$ cat src/hdl/tmhq_pkg.sv
// package with shared types and codes of the timer min-heap queue
package tmhq_pkg;

  typedef enum logic [4:0] {
    ST_CLR, ST_IDLE, ST_DEC, ST_INS_H, ST_RM_P, ST_EX_H, ST_EX_D, ST_REM, ST_RM_L,
    ST_UP, ST_UP_C, ST_DN, ST_DN_A, ST_DN_B, ST_DN_C, ST_PLACE, ST_FIN
  } state_e;

  typedef enum logic [1:0] {
    OP_INSERT = 2'd0,
    OP_REMOVE = 2'd1,
    OP_EXPIRE = 2'd2,
    OP_NOP    = 2'd3
  } opcode_e;

  localparam logic [2:0] STS_OK           = 3'd0;
  localparam logic [2:0] STS_FULL         = 3'd1;
  localparam logic [2:0] STS_BAD_HANDLE   = 3'd2;
  localparam logic [2:0] STS_NOT_FUTURE   = 3'd3;
  localparam logic [2:0] STS_BAD_CALLBACK = 3'd4;
  localparam logic [2:0] STS_NOTHING_DUE  = 3'd5;

  typedef struct packed {
    logic    clr_done;
    logic    dec_err;
    opcode_e op;
    logic    pos_zero;
    logic    rm_last;
    logic    up_root;
    logic    up_stop;
    logic    dn_leaf;
    logic    dn_right;
    logic    dn_stop;
    logic    out_busy;
  } dp_sts_t;

endpackage

$ cat src/hdl/tmhq_ctrl.sv
// controller state machine of the timer min-heap queue
module tmhq_ctrl (
  input  logic              clk_i,
  input  logic              rst_ni,
  input  logic              in_valid_i,
  output logic              in_ready_o,
  input  tmhq_pkg::dp_sts_t sts_i,
  output tmhq_pkg::state_e  cmd_o
);

  tmhq_pkg::state_e state_q, state_d;
  logic ins;

  assign ins        = (sts_i.op == tmhq_pkg::OP_INSERT);
  assign cmd_o      = state_q;
  assign in_ready_o = (state_q == tmhq_pkg::ST_IDLE);

  always_ff @(posedge clk_i or negedge rst_ni) begin
    if (!rst_ni) begin
      state_q <= tmhq_pkg::ST_CLR;
    end else begin
      state_q <= state_d;
    end
  end

  always_comb begin
    state_d = state_q;
    unique case (state_q)
      tmhq_pkg::ST_CLR:   if (sts_i.clr_done) state_d = tmhq_pkg::ST_IDLE;
      tmhq_pkg::ST_IDLE:  if (in_valid_i) state_d = tmhq_pkg::ST_DEC;
      tmhq_pkg::ST_DEC: begin
        if (sts_i.dec_err) begin
          state_d = tmhq_pkg::ST_FIN;
        end else begin
          unique case (sts_i.op)
            tmhq_pkg::OP_INSERT: state_d = tmhq_pkg::ST_INS_H;
            tmhq_pkg::OP_REMOVE: state_d = tmhq_pkg::ST_RM_P;
            tmhq_pkg::OP_EXPIRE: state_d = tmhq_pkg::ST_EX_H;
            default:             state_d = tmhq_pkg::ST_FIN;
          endcase
        end
      end
      tmhq_pkg::ST_INS_H: state_d = tmhq_pkg::ST_UP;
      tmhq_pkg::ST_RM_P:  state_d = sts_i.pos_zero ? tmhq_pkg::ST_FIN : tmhq_pkg::ST_REM;
      tmhq_pkg::ST_EX_H:  state_d = tmhq_pkg::ST_EX_D;
      tmhq_pkg::ST_EX_D:  state_d = tmhq_pkg::ST_REM;
      tmhq_pkg::ST_REM:   state_d = sts_i.rm_last ? tmhq_pkg::ST_FIN : tmhq_pkg::ST_RM_L;
      tmhq_pkg::ST_RM_L:  state_d = tmhq_pkg::ST_UP;
      tmhq_pkg::ST_UP: begin
        if (sts_i.up_root) begin
          state_d = ins ? tmhq_pkg::ST_PLACE : tmhq_pkg::ST_DN;
        end else begin
          state_d = tmhq_pkg::ST_UP_C;
        end
      end
      tmhq_pkg::ST_UP_C: begin
        if (sts_i.up_stop) begin
          state_d = ins ? tmhq_pkg::ST_PLACE : tmhq_pkg::ST_DN;
        end else begin
          state_d = tmhq_pkg::ST_UP;
        end
      end
      tmhq_pkg::ST_DN:    state_d = sts_i.dn_leaf ? tmhq_pkg::ST_PLACE : tmhq_pkg::ST_DN_A;
      tmhq_pkg::ST_DN_A:  state_d = sts_i.dn_right ? tmhq_pkg::ST_DN_B : tmhq_pkg::ST_DN_C;
      tmhq_pkg::ST_DN_B:  state_d = tmhq_pkg::ST_DN_C;
      tmhq_pkg::ST_DN_C:  state_d = sts_i.dn_stop ? tmhq_pkg::ST_PLACE : tmhq_pkg::ST_DN;
      tmhq_pkg::ST_PLACE: state_d = tmhq_pkg::ST_FIN;
      tmhq_pkg::ST_FIN:   if (!sts_i.out_busy) state_d = tmhq_pkg::ST_IDLE;
      default:            state_d = tmhq_pkg::ST_CLR;
    endcase
  end

  a_dec_after_accept: assert property (@(posedge clk_i) disable iff (!rst_ni)
    (state_q == tmhq_pkg::ST_IDLE && in_valid_i) |=> (state_q == tmhq_pkg::ST_DEC))
    else $error("accepted item not decoded");
  a_fin_holds: assert property (@(posedge clk_i) disable iff (!rst_ni)
    (state_q == tmhq_pkg::ST_FIN && sts_i.out_busy) |=> (state_q == tmhq_pkg::ST_FIN))
    else $error("result dropped while output busy");
  a_place_from_sift: assert property (@(posedge clk_i) disable iff (!rst_ni)
    (state_q == tmhq_pkg::ST_PLACE) |-> ($past(state_q) == tmhq_pkg::ST_UP ||
      $past(state_q) == tmhq_pkg::ST_UP_C || $past(state_q) == tmhq_pkg::ST_DN ||
      $past(state_q) == tmhq_pkg::ST_DN_C))
    else $error("place without sift");

endmodule

$ cat config.mk
export PLATFORM = sky130hd
export DESIGN_NAME = tmhq_ctrl
export DESIGN_NICKNAME = d
export VERILOG_FILES = /design/src/hdl/tmhq_pkg.sv /design/src/hdl/tmhq_ctrl.sv
export SDC_FILE = /design/constraint.sdc
export NUM_CORES = 1
export LEC_CHECK = 0
export ABC_CLOCK_PERIOD_IN_PS = 1700
export BUFFER_PORTS_ARGS = -buffer_cell sky130_fd_sc_hd__buf_2
export CAP_MARGIN = 20
export CORE_ASPECT_RATIO = 1.25
export CORE_MARGIN = 4
export CORE_UTILIZATION = 30
export CTS_BUF_LIST = sky130_fd_sc_hd__clkbuf_8 sky130_fd_sc_hd__clkbuf_16
export CTS_CLUSTER_DIAMETER = 60
export CTS_CLUSTER_SIZE = 8
export DETAILED_ROUTE_END_ITERATION = 7
export PLACE_DENSITY = 0.61
export SETUP_SLACK_MARGIN = 0.4
export SLEW_MARGIN = 15
export SYNTH_ARGS = -nofsm -noshare
export SYNTH_HDL_FRONTEND = slang
export SYNTH_SLANG_ARGS = --single-unit
$ cat constraint.sdc
create_clock -name clk_i -period 1.7 [get_ports clk_i]
set_input_delay 0.17 -clock clk_i [delete_from_list [all_inputs] [get_ports clk_i]]
set_output_delay 0.17 -clock clk_i [all_outputs]
set_load 0.01 [all_outputs]
* Yosys cells after proc, flatten, opt, wreduce, memory -nomap -nowiden
Index checks and enable logic that the tools add are counted.
** Word-level totals
- Bits in registers :: 5
- Word-level logic and storage cells :: 40
- Input port bits :: 15
** Cells by class
- Reduce and logical (&&, ||, !) cells :: 4
- Mux-type cells :: 14
- Eq/ne operators :: 21
** Operator list (number)
- 5-bit one-hot mux with 16 select lines :: 1
- 5-bit by 4-bit equality test with 1-bit output (second input constant) :: 8
- 5-bit 2-to-1 mux :: 6
- 5-bit by 3-bit equality test with 1-bit output (second input constant) :: 4
- 5-bit one-hot mux with 3 select lines :: 1
- 3-bit 2-to-1 mux :: 4
- 5-bit by 2-bit equality test with 1-bit output (second input constant) :: 2
- 2-bit != test (second input constant) :: 3
- 5-bit by 1-bit equality test with 1-bit output (second input constant) :: 1
- 5-bit equality test (second input constant) :: 1
- 5-bit logical NOT :: 1
- 2-bit 2-to-1 mux :: 2
- 3-bit AND reduction :: 1
- 2-bit by 1-bit equality test with 1-bit output (second input constant) :: 1
- 2-bit equality test (second input constant) :: 1
- 2-bit logical NOT :: 1
- 2-bit OR reduction :: 1

* Depth between registers and ports, before layout
Gate-level depths: netlist of the first run.
- Word-level depth :: 4
- Depth in mapped cells :: 5
- Mapped depth without buffers :: 5

* Least setup slack after synthesis of the first run
No wires, ideal clock.
- Path type :: register -> register
- Start point :: reg state_q[0], in the netlist cmd_o[0]
- End point :: reg state_q[2], in the netlist cmd_o[2]
- Cell stages (with the launch flop) :: 5
- Clock period less this slack :: 1.333 ns
- Path buffers :: 1
- Arrival time :: 1.209 ns
- Setup slack :: 0.367 ns
- Data required time :: 1.576 ns
- Cells stage by stage :: dfrtp_1 -> buf_4 -> a221oi_1 -> nor3_1 -> a211o_1
** Between the ends
- Cells in the longest elaborated chain, start to end :: 3
- Elaborated cells on any way between the ends :: 23
- Those cells by class :: 19 x eq/ne; 1 x mux; 3 x reduce/logical
** RTL lines
- from (decl) :: line tmhq_ctrl.sv:11 : tmhq_pkg::state_e state_q, state_d;
- from (signal assigned) :: line tmhq_ctrl.sv:20 : state_q <= tmhq_pkg::ST_CLR;
- from (signal assigned) :: line tmhq_ctrl.sv:22 : state_q <= state_d;
- 5-bit by 4-bit equality test with 1-bit output, or another cell as far along :: line tmhq_ctrl.sv:28 : unique case (state_q)
- 2-bit OR reduction (no source line) / 2-bit != test (equally long branches)
- 5-bit one-hot mux with 16 select lines / 3-bit AND reduction (equally long branches)
Parallel ways exist; a longest one is shown, timed or not.
A chain may end at the register's enable or synchronous reset.

* Worst setup path in the final report of the first run
- Start point :: reg state_q[0], in the netlist cmd_o[0]
- End point :: reg state_q[0], in the netlist cmd_o[0]
Same word-level chain as after synthesis.

==> summary.txt, run 1 <==
Outcome
  • Status: complete, no violations

STA
  • Slew @ Worst Pin: 282.7 ps
  • Setup Skew: 2.014 ps
  • Tmin final: 1367 ps
  • Setup violations, final: 0
  • Final Cycle Share: 80.40%
  • Setup TNS: 0 ps
  • Pins over their slew limit: 0
  • RSZ-0062 raised after global routing: yes
  • Fin. Hold Viols: 0
  • Rel. slew slack: 81.12%
  • Max frequency: 731.6 MHz

Run
  • Max_cap viols: 0

Layout
  • Layout area overhead: 54.31%
  • Layout Nets: 114
  • Fin cells: 114
  • Share of cells above drive strength 1: 50.00%
  • Antenna diode count: 0
  • Largest register FFs: 5

Setup path
  • Worst r2r path cells: 5
  • Worst Setup SP: cmd_o[0]
  • Startpoint Class: flip-flop
  • Worst R2R Setup Slack: 330 ps
  • Crit path buffers/inverters: 1
  • Reg2reg end: cmd_o[0]
  • Critical path's largest stage delay: 450 ps
  • CP arrival: 1470 ps
  • Crit path capture type: flip-flop
  • Worst setup path endpoint: cmd_o[0]
  • Top Family by Delay on Critical Path: compound AO/OA/AOI/OAI gates
  • Worst path slowest cell: dfrtp_2
  • Worst endpoint required time: 1800 ps
  • CP Depth: 5
  • Crit-path max FO: 7
  • Cells along the critical path: buf_6 -> o21bai_1 -> a21oi_1 -> o32ai_1 -> o31a_1
  • Kind of critical path: reg -> reg
  • Worst R2R Start: cmd_o[0]

Synthesis
  • Primary FF master, synth: dfrtp_1
  • Distinct cells, synth: 35
  • Post-synthesis async set-or-reset flop share: 100.0%
  • Top cells by area, synth: dfrtp_1 24%, ha_1 4.8%, nand2b_1 4.8%
  • Most frequent cell after synthesis: nor2_1
  • Synth Instances: 65
  • Post-synth top cells: 6 x nor2_1, 5 x dfrtp_1, 5 x inv_1
  • Number of flops mapped to enable cells by yosys: 0
  • Netlist Area Pre-Place: 523.0 sq um
  • Synthesis warning total: 0
  • Seq/Total Area, Yosys: 23.92%
  • Post-synth top area cell: dfrtp_1
  • Post-Syn Nets: 82
  • Avg Inst Size Synth: 8.046 sq um
  • Top-area cell type share of the netlist area: 23.92%
  • #FFs+latches synth: 5

Pwr
  • Lkg Pwr: 0.3798 nW
  • Maximum vdd drop: 871.7 uV
  • Pwr dens: 1934 nW/um^2

Routing
  • TritonRoute pass-1 iters: 4
  • DRT iter0 DRCs: 47
  • Drt drc: 0
  • WL final: 1701 microns
  • DR WL/cell: 14.92 microns
  • Vias per std cell: 5.632
  • ANT nets after route: 0
  • DR vias: 642

Global route
  • Global-route wire length before repair: 2566 microns
  • Largest net degree at the start of global routing: 14
  • Vias in the first global route: 623
  • GR Util All Layers: 14.40%
  • Initial antenna violation count: 0
  • Global route overflow: 0

Floorplan
  • Initial core utilization: 32.66%
  • Die ar.: 2479 sq um
  • Die W: 45.35 microns
  • IO Count: 21
  • Die Y: 54.68 microns
  • Core box area: 1602 sq um
  • Rows: 16

Clock tree
  • Sink Count: 5
  • Clock buffer depth: 2
  • Clock slew at reported path FFs: 30 ps
  • CTS Root Cell: clkbuf_8
  • CTS tree: yes
  • Total CTS buffers: 3
  • Later-pin clock latency in the skew report: 220 ps
  • CTS H-tree lvls: 1

Min path
  • Worst Hold Class: in -> async

Place
  • IO Port Bufs: 20
  • DP HPWL: 1136 microns
  • Cells after DPL: 100
  • Routability cong.: 0.7962
worst min path at each step:
stage / endpoint / slack [ps]
after detailed placement: cmd_o[2] / -10
final: cmd_o[2] / 290
after global placement: cmd_o[2] / -10
after global routing: cmd_o[2] / 310
after CTS: cmd_o[2] / 290
after floorplan: cmd_o[0] / -130
worst reg2reg max path: stages (launching register included):
cell	delay, ps
dfrtp_2	450
buf_6	140
o21bai_1	160
a21oi_1	150
o32ai_1	100
o31a_1	240
kinds of logic (layout without fill, tap and decap cells):
kind of cell / after synthesis / in the layout / share of synthesized area [%]
AOI/OAI and AO/OA: 25 / 25 / 35.65
DFF: 5 / 5 / 23.92
and+or+nand+nor: 24 / 24 / 27.27
buffers and inverters: 9 / 40 / 8.373
adders and majority gates: 2 / 2 / 4.784
power breakdown:
part / internal [W] / switching [W] / leakage (nW)
logic: 0.000527 / 0.000524 / 0.296
clock network: 0.000155 / 0.0000555 / 0.0269
registers: 0.000190 / 0.000109 / 0.0565
per-stage QoR:
step | setup slack (ps) | total power [W] | util (%) | hold WS (ps) | instance area, sq um
2_1_floorplan | 394.6 | 0.0008740 | - | -125.6 | 543.0
3_3_place_gp | 202.7 | 0.001054 | 40.23 | -13.72 | 644.4
3_5_place_dp | 247.9 | 0.001049 | 40.23 | -14.49 | 644.4
4_1_cts | 371.7 | 0.001491 | 49.45 | 286.7 | 792.0
5_1_grt | 276.3 | 0.001662 | 50.39 | 309.6 | 807.0
6_report | 333.2 | 0.001561 | 50.39 | 291.9 | 807.0
final cells by class:
cell class	count	area [sq um]
Clock buffer	3	41.29
Clock inverter	1	3.754
Fill cell	156	794.5
Inverter	5	18.77
Multi-Input combinational cell	51	400.4
Sequential cell	5	131.4
Tap cell	18	22.52
Timing Repair Buffer	31	188.9
layer usage:
layer | vias up | track usage, % | part of all wire, %
met3 | 4 | 2.303 | 9.4
met4 | 0 | 12.68 | 2.6
met2 | 36 | 24.53 | 51
met5 | - | 0 | 0
met1 | 287 | 15.02 | 37
li1 | 315 | - | -
layout by cell type (no fill, tap or decap), types with 2 or more instances in the layout:
| master | Yosys | layout |
|---|---|---|
| a21oi_1 | 2 | 2 |
| o211ai_1 | 2 | 2 |
| nand2b_4 | 0 | 3 |
| a31oi_1 | 2 | 2 |
| nor2b_1 | 4 | 4 |
| nor4_2 | 1 | 2 |
| dfrtp_2 | 0 | 5 |
| o21ai_0 | 3 | 3 |
| buf_2 | 2 | 20 |
| a21boi_0 | 2 | 2 |
| clkbuf_8 | 0 | 3 |
| buf_4 | 2 | 9 |
| inv_1 | 5 | 6 |
| ha_1 | 2 | 2 |
| nor2_1 | 6 | 6 |
repair_timing:
item / in CTS / in global routing
setup endpoints to repair: 5 / 5
resized for setup: 10 / 1
hold endpoints to repair: 5 / 0
cloned: 0 / 0
hold buffers: 1 / 0
buffers inserted: 8 / 1
pin swaps: 8 / 0
(Power assumes the default switching activity.)
==> inputs of run 2 (changes only) <==
--- a/config.mk
+++ b/config.mk
@@ -5,7 +5,7 @@
 export SDC_FILE = /design/constraint.sdc
 export NUM_CORES = 1
 export LEC_CHECK = 0
-export ABC_CLOCK_PERIOD_IN_PS = 1700
+export ABC_CLOCK_PERIOD_IN_PS = 1400
 export BUFFER_PORTS_ARGS = -buffer_cell sky130_fd_sc_hd__buf_2
 export CAP_MARGIN = 20
 export CORE_ASPECT_RATIO = 1.25
==> constraint.sdc (replaced) <==
create_clock -name clk_i -period 1.4 [get_ports clk_i]
set_input_delay 0.14 -clock clk_i [delete_from_list [all_inputs] [get_ports clk_i]]
set_output_delay 0.14 -clock clk_i [all_outputs]
set_load 0.01 [all_outputs]
==> summary.txt, run 2 (same netlist as run 1, synthesis figures left out) <==
Global route
  • Initial antenna violation count: 0 (unchanged)
  • Global Route met2 Usage: 32.31% (was 24.53%)
  • Largest net degree at the start of global routing: 12 (was 14)
  • Global route overflow: 0 (unchanged)
  • Met3 usage: 6.250% (was 2.303%)
  • Vias in the first global route: 709 (was 623)
  • Global-route wire length before repair: 3284 microns (was 2566 microns)
  • M1 GR Usage: 22.11% (was 15.02%)
  • GR peak layer: met2 (unchanged)
  • GR Util All Layers: 19.54% (was 14.40%)

Setup path
  • Worst setup path endpoint: cmd_o[1] (was cmd_o[0])
  • Worst R2R Setup Slack: 30 ps (was 330 ps)
  • Worst endpoint required time: 1530 ps (was 1800 ps)
  • Startpoint Class: flip-flop (unchanged)
  • Worst R2R Start: cmd_o[0] (unchanged)
  • Worst Setup SP: cmd_o[0] (unchanged)
  • Crit-path max FO: 6 (was 7)
  • Kind of critical path: reg -> reg (unchanged)
  • Worst r2r path cells: 5 (unchanged)
  • CP arrival: 1490 ps (was 1470 ps)
  • Reg2reg end: cmd_o[1] (was cmd_o[0])
  • Crit path capture type: flip-flop (unchanged)

Clock tree
  • CTS tree: yes (unchanged)
  • Clock slew at reported path FFs: 40 ps (was 30 ps)
  • Total CTS buffers: 3 (unchanged)
  • CTS Root Cell: clkbuf_8 (unchanged)
  • Sink Count: 5 (unchanged)
  • Later-pin clock latency in the skew report: 230 ps (was 220 ps)
  • CTS H-tree lvls: 1 (unchanged)
  • Clock buffer depth: 2 (unchanged)

Outcome
  • Status: complete, no violations (unchanged)

Layout
  • Most frequent cells in the layout: 17 x buf_2, 15 x buf_4, 14 x buf_6, 6 x inv_1, 6 x nor2_1 (was 20 x buf_2, 9 x buf_4, 6 x inv_1, 6 x nor2_1, 5 x dfrtp_2)
  • Largest register FFs: 5 (unchanged)
  • Layout Nets: 130 (was 114)
  • Share of cells above drive strength 1: 61.61% (was 50.00%)
  • Commonest non-fill, non-tap cell in the layout: buf_2 (unchanged)
  • Antenna diode count: 0 (unchanged)
  • Design area: 1027 sq um (was 807.0 sq um)
  • Area of the multi-input gates: 444.2 sq um (was 400.4 sq um)
  • Fill count: 127 (was 156)
  • Storage element area: 131.4 sq um (unchanged)
  • Layout area overhead: 96.41% (was 54.31%)

STA
  • Setup Skew: 4.605 ps (was 2.014 ps)
  • Final Cycle Share: 97.78% (was 80.40%)
  • Tmin final: 1369 ps (was 1367 ps)
  • Setup violations, final: 0 (unchanged)
  • RSZ-0062 raised after global routing: yes (unchanged)
  • Rel. slew slack: 77.71% (was 81.12%)
  • Pins over their slew limit: 0 (unchanged)
  • Worst setup margin: 31.12 ps (was 333.2 ps)
  • Fin. Hold Viols: 0 (unchanged)
  • Slew @ Worst Pin: 333.5 ps (was 282.7 ps)
  • Max frequency: 730.5 MHz (was 731.6 MHz)

Floorplan
  • IO Count: 21 (unchanged)
  • Initial core utilization: 32.66% (unchanged)
  • Die ar.: 2479 sq um (unchanged)
  • Rows: 16 (unchanged)
  • Core box area: 1602 sq um (unchanged)
  • Die Y: 54.68 microns (unchanged)
  • Die W: 45.35 microns (unchanged)

Routing
  • ANT nets after route: 0 (unchanged)
  • DR WL/cell: 16.21 microns (was 14.92 microns)
  • Drt drc: 0 (unchanged)
  • TritonRoute pass-1 iters: 4 (unchanged)
  • DRT iter0 DRCs: 26 (was 47)
  • WL final: 2107 microns (was 1701 microns)
  • DR vias: 729 (was 642)
  • Vias per std cell: 5.608 (was 5.632)

Place
  • Routability cong.: 0.9166 (was 0.7962)
  • Dpl ws: -15.64 ps (was 247.9 ps)
  • DP HPWL: 1275 microns (was 1136 microns)
  • Post-DP Area: 709.4 sq um (was 644.4 sq um)
  • IO Port Bufs: 20 (unchanged)

Min path
  • Worst Hold Class: in -> async (unchanged)

Pwr
  • Pwr dens: 2430 nW/um^2 (was 1934 nW/um^2)
  • Maximum vdd drop: 1203 uV (was 871.7 uV)
  • Lkg Pwr: 0.4864 nW (was 0.3798 nW)

Run
  • Max_cap viols: 0 (unchanged)
[run 2: worst max-delay path: stages (launching register included)]
cell,delay (ps)
dfrtp_2,460
nand2b_4,100
buf_4,120
nor4_2,40
or3_1,340
a31oi_1,210
[run 2: per-layer routing]
| layer | share of wire [%] | vias to the layer above |
|---|---|---|
| li1 | - | 348 |
| met1 | 39 | 339 |
| met2 | 52 | 36 |
| met3 | 6.4 | 6 |
| met4 | 3.2 | 0 |
| met5 | 0 | - |
[run 2: layout make-up]
type / count / share of cell area [%]
timing repair buffer: 47 / 35.57
inverter: 5 / 1.827
clock buffer: 3 / 4.019
multi-input combinational: 51 / 43.24
sequential: 5 / 12.79
clock inverter: 1 / 0.3654
tap: 18 / 2.192
[run 2: repair_timing]
action	4_1_cts	5_1_grt
gates cloned	1	0
setup buffers	16	1
setup endpoints to repair	10	11
pin swaps	7	3
resized for setup	16	14
endpoints found under the hold margin	5	0
hold buffers	1	0
[run 2: worst min path at each step]
stage               cells after the start   start        to
detailed placement                      1  rst_ni  cmd_o[4]
finish                                  2  rst_ni  cmd_o[4]
CTS                                     2  rst_ni  cmd_o[4]
global route                            2  rst_ni  cmd_o[4]
floorplan                               0  rst_ni  cmd_o[0]
global placement                        1  rst_ni  cmd_o[4]
[run 2: metrics by stage]
stage	power [W]	std cells	utilization (%)	hold WS, ps	TNS (ps)
2_1_floorplan	0.001102	65	-	-155.6	0
3_3_place_gp	0.001455	107	44.30	-38.39	-30.12
3_5_place_dp	0.001449	107	44.30	-35.90	-15.64
4_1_cts	0.002226	129	59.22	254.8	0
5_1_grt	0.002658	130	64.14	292.3	-63.22
6_report	0.002496	130	64.14	252.1	0
[run 2: where the power goes]
group | internal (W) | switching, W | total, W
Combinational | 0.00105 | 0.000818 | 0.00187
Clock | 0.000189 | 0.0000889 | 0.000278
Sequential | 0.000232 | 0.000120 | 0.000352
==> inputs of run 3 (changes only) <==
--- a/config.mk
+++ b/config.mk
@@ -5,7 +5,7 @@
 export SDC_FILE = /design/constraint.sdc
 export NUM_CORES = 1
 export LEC_CHECK = 0
-export ABC_CLOCK_PERIOD_IN_PS = 1400
+export ABC_CLOCK_PERIOD_IN_PS = 1100
 export BUFFER_PORTS_ARGS = -buffer_cell sky130_fd_sc_hd__buf_2
 export CAP_MARGIN = 20
 export CORE_ASPECT_RATIO = 1.25
@@ -15,7 +15,7 @@
 export CTS_CLUSTER_DIAMETER = 60
 export CTS_CLUSTER_SIZE = 8
 export DETAILED_ROUTE_END_ITERATION = 7
-export PLACE_DENSITY = 0.61
+export PLACE_DENSITY = 0.63
 export SETUP_SLACK_MARGIN = 0.4
 export SLEW_MARGIN = 15
 export SYNTH_ARGS = -nofsm -noshare
==> constraint.sdc (replaced) <==
create_clock -name clk_i -period 1.1 [get_ports clk_i]
set_input_delay 0.11 -clock clk_i [delete_from_list [all_inputs] [get_ports clk_i]]
set_output_delay 0.11 -clock clk_i [all_outputs]
set_load 0.01 [all_outputs]
==> summary.txt, run 3 (same netlist as run 1, synthesis figures left out) <==
Outcome
  • Status: complete, but fails checks (was complete, no violations)
  • Violations in the final reports: setup timing

Layout
  • Layout area overhead: 98.32% (was 96.41%)
  • Most frequent cells in the layout: 22 x buf_4, 15 x buf_2, 14 x buf_6, 5 x inv_1, 5 x nor2_1 (was 17 x buf_2, 15 x buf_4, 14 x buf_6, 6 x inv_1, 6 x nor2_1)
  • Fin cells: 135 (was 130)
  • Commonest non-fill, non-tap cell in the layout: buf_4 (was buf_2)
  • Share of cells above drive strength 1: 59.83% (was 61.61%)
  • Largest register FFs: 5 (unchanged)
  • Layout Nets: 135 (was 130)
  • Antenna diode count: 0 (unchanged)
  • Post-layout util: 64.77% (was 64.14%)

Pwr
  • Clock power share: 10.5% (was 11.1%)
  • Pwr dens: 3086 nW/um^2 (was 2430 nW/um^2)
  • Internal power: 0.001940 W (was 0.001469 W)
  • Logic pwr share: 75.6% (was 74.8%)
  • Lkg Pwr: 0.5013 nW (was 0.4864 nW)
  • Maximum vdd drop: 1885 uV (was 1203 uV)
  • Switching share of power: 39.38% (was 41.14%)
  • Sequential power share: 13.9% (was 14.1%)
  • Net load switching power: 0.001261 W (was 0.001027 W)

Clock tree
  • CTS Root Cell: clkbuf_8 (unchanged)
  • Sink Count: 5 (unchanged)
  • CTS H-tree lvls: 1 (unchanged)
  • Total CTS buffers: 3 (unchanged)
  • Clock buffer depth: 2 (unchanged)
  • Clock slew at reported path FFs: 40 ps (about the same)
  • Later-pin clock latency in the skew report: 220 ps (was 230 ps)
  • CTS tree: yes (unchanged)

Floorplan
  • Core box area: 1602 sq um (unchanged)
  • Die ar.: 2479 sq um (unchanged)
  • Rows: 16 (unchanged)
  • Die Y: 54.68 microns (unchanged)
  • Die W: 45.35 microns (unchanged)
  • Initial core utilization: 32.66% (unchanged)
  • IO Count: 21 (unchanged)

Place
  • Cells after DPL: 122 (was 107)
  • Dpl ws: -276.7 ps (was -15.64 ps)
  • DP HPWL: 1468 microns (was 1275 microns)
  • IO Port Bufs: 20 (unchanged)
  • Routability cong.: 1.006 (was 0.9166)

Routing
  • TritonRoute pass-1 iters: 4 (unchanged)
  • WL final: 2060 microns (was 2107 microns)
  • ANT nets after route: 0 (unchanged)
  • DR vias: 736 (was 729)
  • DRT iter0 DRCs: 16 (was 26)
  • DR WL/cell: 15.26 microns (was 16.21 microns)
  • Drt drc: 0 (unchanged)
  • Vias per std cell: 5.452 (was 5.608)

Setup path
  • Crit path capture type: flip-flop (unchanged)
  • Kind of critical path: reg -> reg (unchanged)
  • Worst path slowest cell: dfrtp_1 (was dfrtp_2)
  • Crit path buffers/inverters: 1 (unchanged)
  • Worst endpoint required time: 1200 ps (was 1530 ps)
  • CP arrival: 1470 ps (was 1490 ps)
  • Startpoint Class: flip-flop (unchanged)
  • Critical path's largest stage delay: 400 ps (was 460 ps)
  • Top Family by Delay on Critical Path: simple AND/OR/NAND/NOR gates (unchanged)
  • Crit-path max FO: 4 (was 6)
  • Cells along the critical path: or2_4 -> buf_6 -> nor4_4 -> or3_1 -> a31oi_1 (was nand2b_4 -> buf_4 -> nor4_2 -> or3_1 -> a31oi_1)

Global route
  • Largest net degree at the start of global routing: 10 (was 12)
  • Global route overflow: 0 (unchanged)
  • Vias in the first global route: 781 (was 709)
  • Initial antenna violation count: 0 (unchanged)
  • GR Util All Layers: 18.75% (was 19.54%)
  • Global-route wire length before repair: 3277 microns (was 3284 microns)

Run
  • Max_cap viols: 0 (unchanged)

STA
  • Worst setup margin: -277.8 ps (was 31.12 ps)
  • Max frequency: 725.8 MHz (was 730.5 MHz)
  • Final Cycle Share: 125.3% (was 97.78%)
  • Slew @ Worst Pin: 360.7 ps (was 333.5 ps)
  • Rel. slew slack: 75.89% (was 77.71%)
  • Setup violations, final: 7 (was 0)
  • Fin. Hold Viols: 0 (unchanged)
  • Pins over their slew limit: 0 (unchanged)
  • Setup Skew: 6.098 ps (was 4.605 ps)
  • Tmin final: 1378 ps (was 1369 ps)
  • RSZ-0062 raised after global routing: yes (unchanged)

Min path
  • Worst Hold Class: in -> async (unchanged)
[run 3: cell type report]
class	count	area [sq um]
clock buffer	3	41.29
clock inverter	1	3.754
tap	18	22.52
timing repair buffer	52	407.9
inverter	5	18.77
multi-input combinational	51	412.9
sequential	5	130.1
fill	139	564.3
[run 3: worst register-to-register path, cell delays in order, from the launching register on]
cell and delay, ps:
dfrtp_1 400, or2_4 290, buf_6 130, nor4_4 240, or3_1 150, a31oi_1 40
[run 3: power by group through the flow]
stage | combinational (W) | sequential [W] | clock (W)
6_report | 0.00242 | 0.000445 | 0.000336
5_1_grt | 0.00259 | 0.000459 | 0.000364
4_1_cts | 0.00227 | 0.000430 | 0.000344
3_5_place_dp | 0.00177 | 0.000445 | 0
3_3_place_gp | 0.00175 | 0.000444 | 0
2_1_floorplan | 0.000966 | 0.000447 | 0
[run 3: path summary, 6_finish.rpt]
kind / startpoint / cells after the start / slack, ps / to
worst max register to register: cmd_o[3] / 5 / -280 / cmd_o[1]
worst min register to register: cmd_o[4] / 3 / 750 / cmd_o[3]
worst max-delay path: cmd_o[3] / 5 / -280 / cmd_o[1]
max in group asynchronous: rst_ni / 2 / 710 / cmd_o[2]
worst min-delay path: rst_ni / 2 / 240 / cmd_o[1]
min in group clk_i: sts_i[9] / 4 / 320 / cmd_o[2]
[run 3: per-stage QoR]
stage	hold WS (ps)	setup TNS [ps]	power, W	area, sq um
3_5_place_dp	-66.15	-1037	0.002217	822.0
4_1_cts	231.5	-1268	0.003043	1008
6_report	236.9	-1541	0.003201	1037
2_1_floorplan	-185.6	-592.8	0.001413	561.8
5_1_grt	264.6	-1977	0.003414	1037
3_3_place_gp	-67.07	-945.7	0.002199	822.0
[run 3: routing by layer]
| layer | wire (microns) | track usage (%) |
|---|---|---|
| met2 | 1118 | 34.91 |
| met4 | 38 | 9.268 |
| met1 | 814 | 18.43 |
| met5 | 0 | 0 |
| met3 | 89 | 5.592 |
[run 3: what timing repair did]
action | in CTS | in global routing
gates resized for setup | 20 | 3
hold buffers | 1 | 0
buffers inserted | 6 | 2
pin swaps | 8 | 2
endpoints found under the hold margin | 5 | 0
endpoints found under the setup margin | 11 | 11
